==> config.mk <==
export PLATFORM = sky130hd
export DESIGN_NAME = imu_angle_frame_parser_top
export DESIGN_NICKNAME = d
export VERILOG_FILES = /design/src/sv/iafp_pkg.sv /design/src/sv/iafp_collect.sv /design/src/sv/iafp_out_reg.sv /design/src/sv/imu_angle_frame_parser_top.sv
export SDC_FILE = /design/constraint.sdc
export NUM_CORES = 1
export LEC_CHECK = 0
export BUFFER_PORTS_ARGS = -buffer_cell sky130_fd_sc_hd__buf_4
export CORE_MARGIN = 3
export CORE_UTILIZATION = 58
export DETAILED_ROUTE_END_ITERATION = 8
export MAX_ROUTING_LAYER = met4
export PLACE_DENSITY = 0.81
export SLEW_MARGIN = 5
export SYNTH_ARGS = -nofsm -noshare
export SYNTH_HDL_FRONTEND = slang
export SYNTH_SLANG_ARGS = --single-unit
==> constraint.sdc <==
create_clock -name aclk -period 8 [get_ports aclk]
set_input_delay 1.6 -clock aclk [delete_from_list [all_inputs] [get_ports aclk]]
set_output_delay 1.6 -clock aclk [all_outputs]
set_load 0.02 [all_outputs]
==> src/sv/iafp_pkg.sv <==
package iafp_pkg;

    localparam int unsigned POS_W = 4;

    localparam logic [7:0] HDR_BYTE   = 8'h55;
    localparam logic [7:0] TYPE_ACCEL = 8'h51;
    localparam logic [7:0] TYPE_GYRO  = 8'h52;
    localparam logic [7:0] TYPE_ANGLE = 8'h53;

    // position 0 is header hunt, position 10 carries the checksum
    localparam logic [POS_W-1:0] POS_HUNT     = 4'd0;
    localparam logic [POS_W-1:0] POS_TYPE     = 4'd1;
    localparam logic [POS_W-1:0] POS_X_LO     = 4'd2;
    localparam logic [POS_W-1:0] POS_X_HI     = 4'd3;
    localparam logic [POS_W-1:0] POS_Y_LO     = 4'd4;
    localparam logic [POS_W-1:0] POS_Y_HI     = 4'd5;
    localparam logic [POS_W-1:0] POS_Z_LO     = 4'd6;
    localparam logic [POS_W-1:0] POS_Z_HI     = 4'd7;
    localparam logic [POS_W-1:0] POS_CHECKSUM = 4'd10;

    localparam logic [1:0] KIND_ACCEL = 2'd0;
    localparam logic [1:0] KIND_GYRO  = 2'd1;
    localparam logic [1:0] KIND_ANGLE = 2'd2;
    localparam logic [1:0] KIND_OTHER = 2'd3;

    typedef struct packed {
        logic [1:0]         frame_kind;
        logic signed [15:0] axis_x;
        logic signed [15:0] axis_y;
        logic signed [15:0] axis_z;
        logic               checksum_ok;
        logic               angle_fresh;
    } result_t;

endpackage

==> src/sv/iafp_collect.sv <==
module iafp_collect (
    input  logic                  aclk,
    input  logic                  aresetn,
    input  logic                  accept,
    input  logic [7:0]            rx_byte,
    output logic                  frame_done,
    output iafp_pkg::result_t     result
);

    logic [iafp_pkg::POS_W-1:0] pos_reg, pos_next;
    logic [7:0]                 sum_reg, sum_next;
    logic [7:0]                 type_reg, type_next;
    logic [47:0]                payload_reg, payload_next;
    logic [1:0]                 kind;
    logic                       sum_match;

    always_comb begin
        pos_next     = pos_reg;
        sum_next     = sum_reg;
        type_next    = type_reg;
        payload_next = payload_reg;
        frame_done   = 1'b0;
        if (accept) begin
            if (pos_reg == iafp_pkg::POS_HUNT) begin
                if (rx_byte == iafp_pkg::HDR_BYTE) begin
                    sum_next = iafp_pkg::HDR_BYTE;
                    pos_next = iafp_pkg::POS_TYPE;
                end
            end else if (pos_reg < iafp_pkg::POS_CHECKSUM) begin
                sum_next = sum_reg + rx_byte;
                pos_next = pos_reg + 4'd1;
                case (pos_reg)
                    iafp_pkg::POS_TYPE: type_next            = rx_byte;
                    iafp_pkg::POS_X_LO: payload_next[7:0]    = rx_byte;
                    iafp_pkg::POS_X_HI: payload_next[15:8]   = rx_byte;
                    iafp_pkg::POS_Y_LO: payload_next[23:16]  = rx_byte;
                    iafp_pkg::POS_Y_HI: payload_next[31:24]  = rx_byte;
                    iafp_pkg::POS_Z_LO: payload_next[39:32]  = rx_byte;
                    iafp_pkg::POS_Z_HI: payload_next[47:40]  = rx_byte;
                    default: ;
                endcase
            end else begin
                // checksum byte, or an unreachable position past it
                frame_done = 1'b1;
                pos_next   = iafp_pkg::POS_HUNT;
                sum_next   = 8'd0;
            end
        end
    end

    always_comb begin
        case (type_reg)
            iafp_pkg::TYPE_ACCEL: kind = iafp_pkg::KIND_ACCEL;
            iafp_pkg::TYPE_GYRO:  kind = iafp_pkg::KIND_GYRO;
            iafp_pkg::TYPE_ANGLE: kind = iafp_pkg::KIND_ANGLE;
            default:              kind = iafp_pkg::KIND_OTHER;
        endcase
        sum_match          = (sum_reg == rx_byte);
        result.frame_kind  = kind;
        result.axis_x      = payload_reg[15:0];
        result.axis_y      = payload_reg[31:16];
        result.axis_z      = payload_reg[47:32];
        result.checksum_ok = sum_match;
        result.angle_fresh = sum_match && (kind == iafp_pkg::KIND_ANGLE);
    end

    always_ff @(posedge aclk) begin
        if (!aresetn) begin
            pos_reg <= iafp_pkg::POS_HUNT;
            sum_reg <= 8'd0;
        end else begin
            pos_reg <= pos_next;
            sum_reg <= sum_next;
        end
    end

    always_ff @(posedge aclk) begin
        type_reg    <= type_next;
        payload_reg <= payload_next;
    end

endmodule

==> src/sv/iafp_out_reg.sv <==
module iafp_out_reg (
    input  logic                  aclk,
    input  logic                  aresetn,
    input  logic                  load,
    input  iafp_pkg::result_t     load_data,
    input  logic                  m_ready,
    output logic                  m_valid,
    output iafp_pkg::result_t     m_data,
    output logic                  can_load
);

    logic              valid_reg, valid_next;
    iafp_pkg::result_t data_reg;

    // slot frees up in the same cycle its transaction completes
    assign can_load = !valid_reg || m_ready;

    always_comb begin
        if (load) begin
            valid_next = 1'b1;
        end else if (m_ready) begin
            valid_next = 1'b0;
        end else begin
            valid_next = valid_reg;
        end
    end

    always_ff @(posedge aclk) begin
        if (!aresetn) begin
            valid_reg <= 1'b0;
        end else begin
            valid_reg <= valid_next;
        end
    end

    always_ff @(posedge aclk) begin
        if (load) begin
            data_reg <= load_data;
        end
    end

    assign m_valid = valid_reg;
    assign m_data  = data_reg;

endmodule

==> src/sv/imu_angle_frame_parser_top.sv <==
// Parser for 11-byte sensor frames arriving one serial byte per transaction. The
// block hunts for the 0x55 header, stores the type byte and six payload bytes,
// keeps an 8-bit running sum of bytes 0..9 and, on the checksum byte, returns
// one result: frame kind, three signed little-endian axis values, a checksum
// flag and an angle-fresh flag. Bytes outside a frame produce no result. One byte
// is accepted every clock cycle with s_ready high; the result appears on the m_
// side the cycle after its checksum byte is accepted, held in a single output
// register. s_ready drops only while that register holds a result the consumer
// has not taken, so a stalled consumer stops the byte stream after at most one
// result. A 0x55 inside a frame is ordinary data; the parser does not resynchronize.
module imu_angle_frame_parser_top (
    input  logic               aclk,
    input  logic               aresetn,
    input  logic               s_valid,
    output logic               s_ready,
    input  logic [7:0]         s_rx_byte,
    output logic               m_valid,
    input  logic               m_ready,
    output logic [1:0]         m_frame_kind,
    output logic signed [15:0] m_axis_x,
    output logic signed [15:0] m_axis_y,
    output logic signed [15:0] m_axis_z,
    output logic               m_checksum_ok,
    output logic               m_angle_fresh
);

    logic              accept;       // input transaction this cycle
    logic              frame_done;   // checksum byte accepted this cycle
    logic              can_load;     // output register free or draining
    iafp_pkg::result_t result;       // result of the frame being closed
    iafp_pkg::result_t out_data;

    assign s_ready = can_load;
    assign accept  = s_valid && s_ready;

    // frame position, running sum and captured fields
    iafp_collect u_collect (
        .aclk       (aclk),
        .aresetn    (aresetn),
        .accept     (accept),
        .rx_byte    (s_rx_byte),
        .frame_done (frame_done),
        .result     (result)
    );

    // result register toward the consumer
    iafp_out_reg u_out_reg (
        .aclk      (aclk),
        .aresetn   (aresetn),
        .load      (frame_done),
        .load_data (result),
        .m_ready   (m_ready),
        .m_valid   (m_valid),
        .m_data    (out_data),
        .can_load  (can_load)
    );

    assign m_frame_kind  = out_data.frame_kind;
    assign m_axis_x      = out_data.axis_x;
    assign m_axis_y      = out_data.axis_y;
    assign m_axis_z      = out_data.axis_z;
    assign m_checksum_ok = out_data.checksum_ok;
    assign m_angle_fresh = out_data.angle_fresh;

endmodule

== Word-level counts from Yosys, hierarchy flattened ==
Index checks and enable logic that the tools add are counted.

* Reductions and logical operators: 14
* Eq/ne operators: 14
* Bitwise gates (word level): 1
* Mux-type cells: 12
* $add $sub $neg: 2
* $lt $le $gt $ge: 1

{| class="wikitable"
|+ Operators with widths
! kind !! number
|-
| $eq A8 B7 Y1 const B || 4
|-
| $reduce_and A4 Y1 || 7
|-
| $mux W8 || 3
|-
| $eq A4 B3 Y1 const B || 4
|-
| $mux W4 || 3
|-
| $add A8 B8 Y8 || 1
|-
| $eq A4 B2 Y1 const B || 2
|-
| $eq A8 B8 Y1 || 1
|-
| $pmux W2 S3 || 1
|-
| $mux W1 || 5
|-
| $add A4 B1 Y4 const B || 1
|-
| $eq A4 B1 Y1 const B || 1
|-
| $logic_not A4 Y1 || 1
|-
| $lt A4 B4 Y1 const B || 1
|-
| $eq A2 B2 Y1 const B || 1
|-
| $logic_and A1 B1 Y1 || 2
|-
| $ne A2 B2 Y1 const B || 1
|-
| $reduce_and A2 Y1 || 1
|-
| $reduce_bool A2 Y1 || 1
|-
| $logic_not A1 Y1 || 1
|-
| $logic_or A1 B1 Y1 || 1
|-
| $not A1 Y1 || 1
|}

* Flip-flop bits (word level): 121

== Depth between registers and ports, before layout ==
* Depth after elaboration: 5
* Gate-level depth with buffers: 9
* Gate-level depth less buffers: 9

== Cells and area by module ==
A second synthesis with hierarchy kept.

* Cells, all modules: 236
* Area, all modules: 4295.4 µm²

{| class="wikitable"
|+ Modules (own cells, without submodules)
! module !! times used !! cells each !! area an instance (µm²)
|-
| iafp_collect || 1 || 179 || 2678.8
|-
| iafp_out_reg || 1 || 56 || 1610.3
|-
| imu_angle_frame_parser_top || 1 || 1 || 6.3
|}

== Worst setup path before layout ==
OpenSTA, ideal clock, no wires.

* Path kind: in2reg
* From: in m_ready
* To: reg u_out_reg.data_reg, in the netlist u_out_reg.m_data[0] (enable)
* Path slack: 3.221 ns
* Data arrival time: 4.317 ns
* Stages on the path: 3
* Library setup time: 0.462 ns
* Path through: nand2b_1 -> nand2_1 -> nor2_1

* Word-level cells in the longest chain between the ends: 3

{| class="wikitable"
|+ RTL lines
! element !! RTL line !! text
|-
| start: declaration || imu_angle_frame_parser_top.sv:18 || <nowiki>input logic m_ready,</nowiki>
|-
| $logic_or A1 B1 Y1 || iafp_out_reg.sv:16 || <nowiki>assign can_load = !valid_reg || m_ready;</nowiki>
|-
| $logic_and A1 B1 Y1 || imu_angle_frame_parser_top.sv:34 || <nowiki>assign accept = s_valid && s_ready;</nowiki>
|-
| $mux W1 || iafp_collect.sv:23 || <nowiki>if (accept) begin</nowiki>
|-
| via frame_done || imu_angle_frame_parser_top.sv:28 || <nowiki>logic frame_done;</nowiki>
|-
| end signal: assignment || iafp_out_reg.sv:38 || <nowiki>data_reg <= load_data;</nowiki>
|-
| end: declaration || iafp_out_reg.sv:13 || <nowiki>iafp_pkg::result_t data_reg;</nowiki>
|}

The timed path passes the listed nets, and every way through them passes these cells.
A chain may end at the register's enable or synchronous reset.

== Worst setup path after layout ==
* From: in m_ready
* To: out s_ready

* Word-level cells in the longest chain between the ends: 1

{| class="wikitable"
|+ RTL lines
! element !! RTL line !! text
|-
| $logic_or A1 B1 Y1 || iafp_out_reg.sv:16 ||
|-
| end: declaration || imu_angle_frame_parser_top.sv:15 || <nowiki>output logic s_ready,</nowiki>
|}

Every way passes these cells.

==> results.toml <==
[timing]
relSlewSlack_pct = 44.88
fin_crit_sh_pct = 46.42
drv_slew = 0
fin_skew_ps = 10.76
period_needed_ps = 3714
worstMarginPinSlew_ps = 818.2
setup_tns_ps = 0
fin_hold_ws_ps = 418.7
max_freq_mhz = 269.3
setup_viol_count_final = 0
final-hold-violation-count = 0
rsz0062_at_grt = "no"

[flow_run]
cap_viol_max_count = 0

[clock_tree]
clk_latency_ps = 510
htreeDepth = 4
cts_tree = "done"
cts_buffers = 17
cts.sinks = 121
clockBufferDepth = 2
cts_resized = 0
clkTransAtPathRegs_ps = 60
cts_hold_buf = 0
cts_setup_buffers = 0
cts-root-buf = "clkbuf_8"

[critical_path]
arrival_ps = 2110
worstSetupStartpointType = "primary input"
worstSetupPathType = "in2out"
reg2reg_slack_ps = 5650
worstPathRequired_ps = 6400
worstPathMaxFanout = 4
timing.rr.start = "u_collect.pos_reg[1]"
end_kind = "primary output"
reg2regPathDepth = 6
critPathLaunch = "m_ready"

[placed_design]
hpwl_mm = 4.738
portBuffers = 65
dp.cells = 397
place_area_mm2 = 0.004952
place_congestion = 0.8509

[route]
vias = 2332
ant_nets = 0
drt_iter0_markers = 171
post-route-drc-count = 0
wire_per_inst_um = 19.22
via_per_inst = 5.436
first_pass_iters = 4
drt-total-wl_mm = 8.246

[layout]
largest_register_ffs = 52
area_growth_pct = 26.97
n_fill_cell = 366
fin_area_mm2 = 0.005530
diodes = 0
instances_no_fill = 429
drive_above_1_share_pct = 31.83
layout.nets = 344

[yosys]
synth_warnings = 0
synthMuxAreaShare_pct = 0.4596
syn_inst = 238
async_reset_ff_share_pct = 0
synth_edf_count = 108
synth_area_leader_cell = "edfxtp_1"
yosys.area_share.adder_pct = 3.620
syn-num-nets = 262
synth_top_family_by_area = "simple AND/OR/NAND/NOR gates"
synth_compound_area_share_pct = 6.090
syn_avg_cell_area_um2 = 18.30
synthSimpleGateAreaFrac_pct = 7.067
ys_ff_latch = 121
yosysSeqAreaShare_pct = 80.44
yosysUniqueCellTypes = 44
netlist_area_mm2 = 0.004355
synthXorXnorAreaFrac_pct = 1.207
synth_area_leaders = "edfxtp_1 (74%), dfxtp_1 (6.0%), ha_1 (3.2%)"
synth_ff_type = "edfxtp_1"
synth_top_cell_area_share_pct = 74.46

[floorplanning]
io_pins = 66
start_util_pct = 62.05
dieArea_mm2 = 0.008585
die_w_um = 92.66
die_y_um = 92.66
core_area_mm2 = 0.007019
num_rows = 30

[global_route]
grt_pass1_wl_mm = 12.59
grt_pass1_vias = 2277
grt_max_degree = 53
grt_usage_pct = 21.33
antenna_found_initial = 0
grt-ovfl-total = 0

[min_path]
hold-path-cell-count = 0
hold_path.class = "reg2reg"
hp-start = "u_collect.payload_reg[36]"

[outcome]
status = "finished clean"

[pwr]
power_uw = 1441
p_leak_uw = 0.001970
ir_drop_uv = 176.1
power.density_mw_per_mm2 = 260.5
[placed cells by master (no fill, tap or decap), drive strengths merged, types with 2 or more instances in the layout]
cell	synthesis	routed
a21oi	8	8
buf	2	66
nor2	11	11
clkbuf	1	17
edfxtp	108	108
nor3	3	3
mux2i	2	2
nand3	3	3
nor3b	2	2
xnor2	4	4
inv	6	12
nor4	2	2
nand2	9	9
a22oi	2	2
o21ai	8	8
clkinvlp	0	3
o221a	2	2
xor2	2	2
and3	3	3
a21boi	3	3
clkinv	0	4
and2	5	5
o21a	3	3
bufinv	0	2
dfxtp	13	13
nor2b	8	8
ha	11	11
[area by class of cell]
cell class / count / area, um^2 / share of cell area (%)
Clock inverter: 15 / 163.9 / 2.964
Inverter: 6 / 22.52 / 0.4072
Tap cell: 96 / 120.1 / 2.172
Clock buffer: 17 / 414.1 / 7.489
Multi-Input combinational cell: 108 / 810.8 / 14.66
Sequential cell: 121 / 3503 / 63.35
Timing Repair Buffer: 66 / 495.5 / 8.959
[report_power, final]
part / internal, uW / total [uW] / switching (uW)
combinational: 8.05 / 22.8 / 14.7
clock: 449 / 735 / 287
sequential: 683 / 683 / 0.138
total: 1140 / 1440 / 302
[cell families (layout without fill, tap and decap cells)]
kind of cell    after synthesis  in the layout
flops                       121            121
simple gates                 54             54
compound gates               34             34
fa+ha+maj                    12             12
buf+inv                       9            104
xor+xnor                      6              6
mux                           2              2
[synthesized netlist by cell type, types with 2 or more instances]
cell,n
nor3b_1,2
nor3_1,2
o221a_2,2
inv_1,6
xor2_1,2
a21boi_0,3
buf_6,2
nand3_1,3
a21oi_1,7
xnor2_1,4
ha_1,11
and2_1,5
nor4_1,2
nor2b_1,8
nor2_1,11
dfxtp_1,13
o21a_1,3
a22oi_1,2
nand2_1,9
and3_1,3
edfxtp_1,108
mux2i_1,2
o21ai_0,7
[critical path: stages]
cell,delay (ps)
buf_4,100
nand2b_1,210
buf_4,200
[through the flow]
step                worst slack, ps  util (%)
floorplan                      3221         -
global placement               4306     70.55
detailed placement             4289     70.55
CTS                            4283     78.79
global route                   4260     78.79
finish                         4286     78.79
[layer usage]
layer | GRT usage, % | vias to the layer above | share of wire, %
met1 | 25.66 | 1124 | 41
met3 | 6.174 | 11 | 7.5
met2 | 34.80 | 106 | 50
li1 | - | 1091 | -
met5 | - | - | 0
met4 | 7.692 | 0 | 1.4
[path summary, 6_finish.rpt]
path | end
setup reg to reg | u_collect.payload_reg[23]
setup / recovery | s_ready
hold / removal | u_out_reg.m_data[6]
hold reg to reg | u_out_reg.m_data[6]
(Power assumes the default switching activity.)
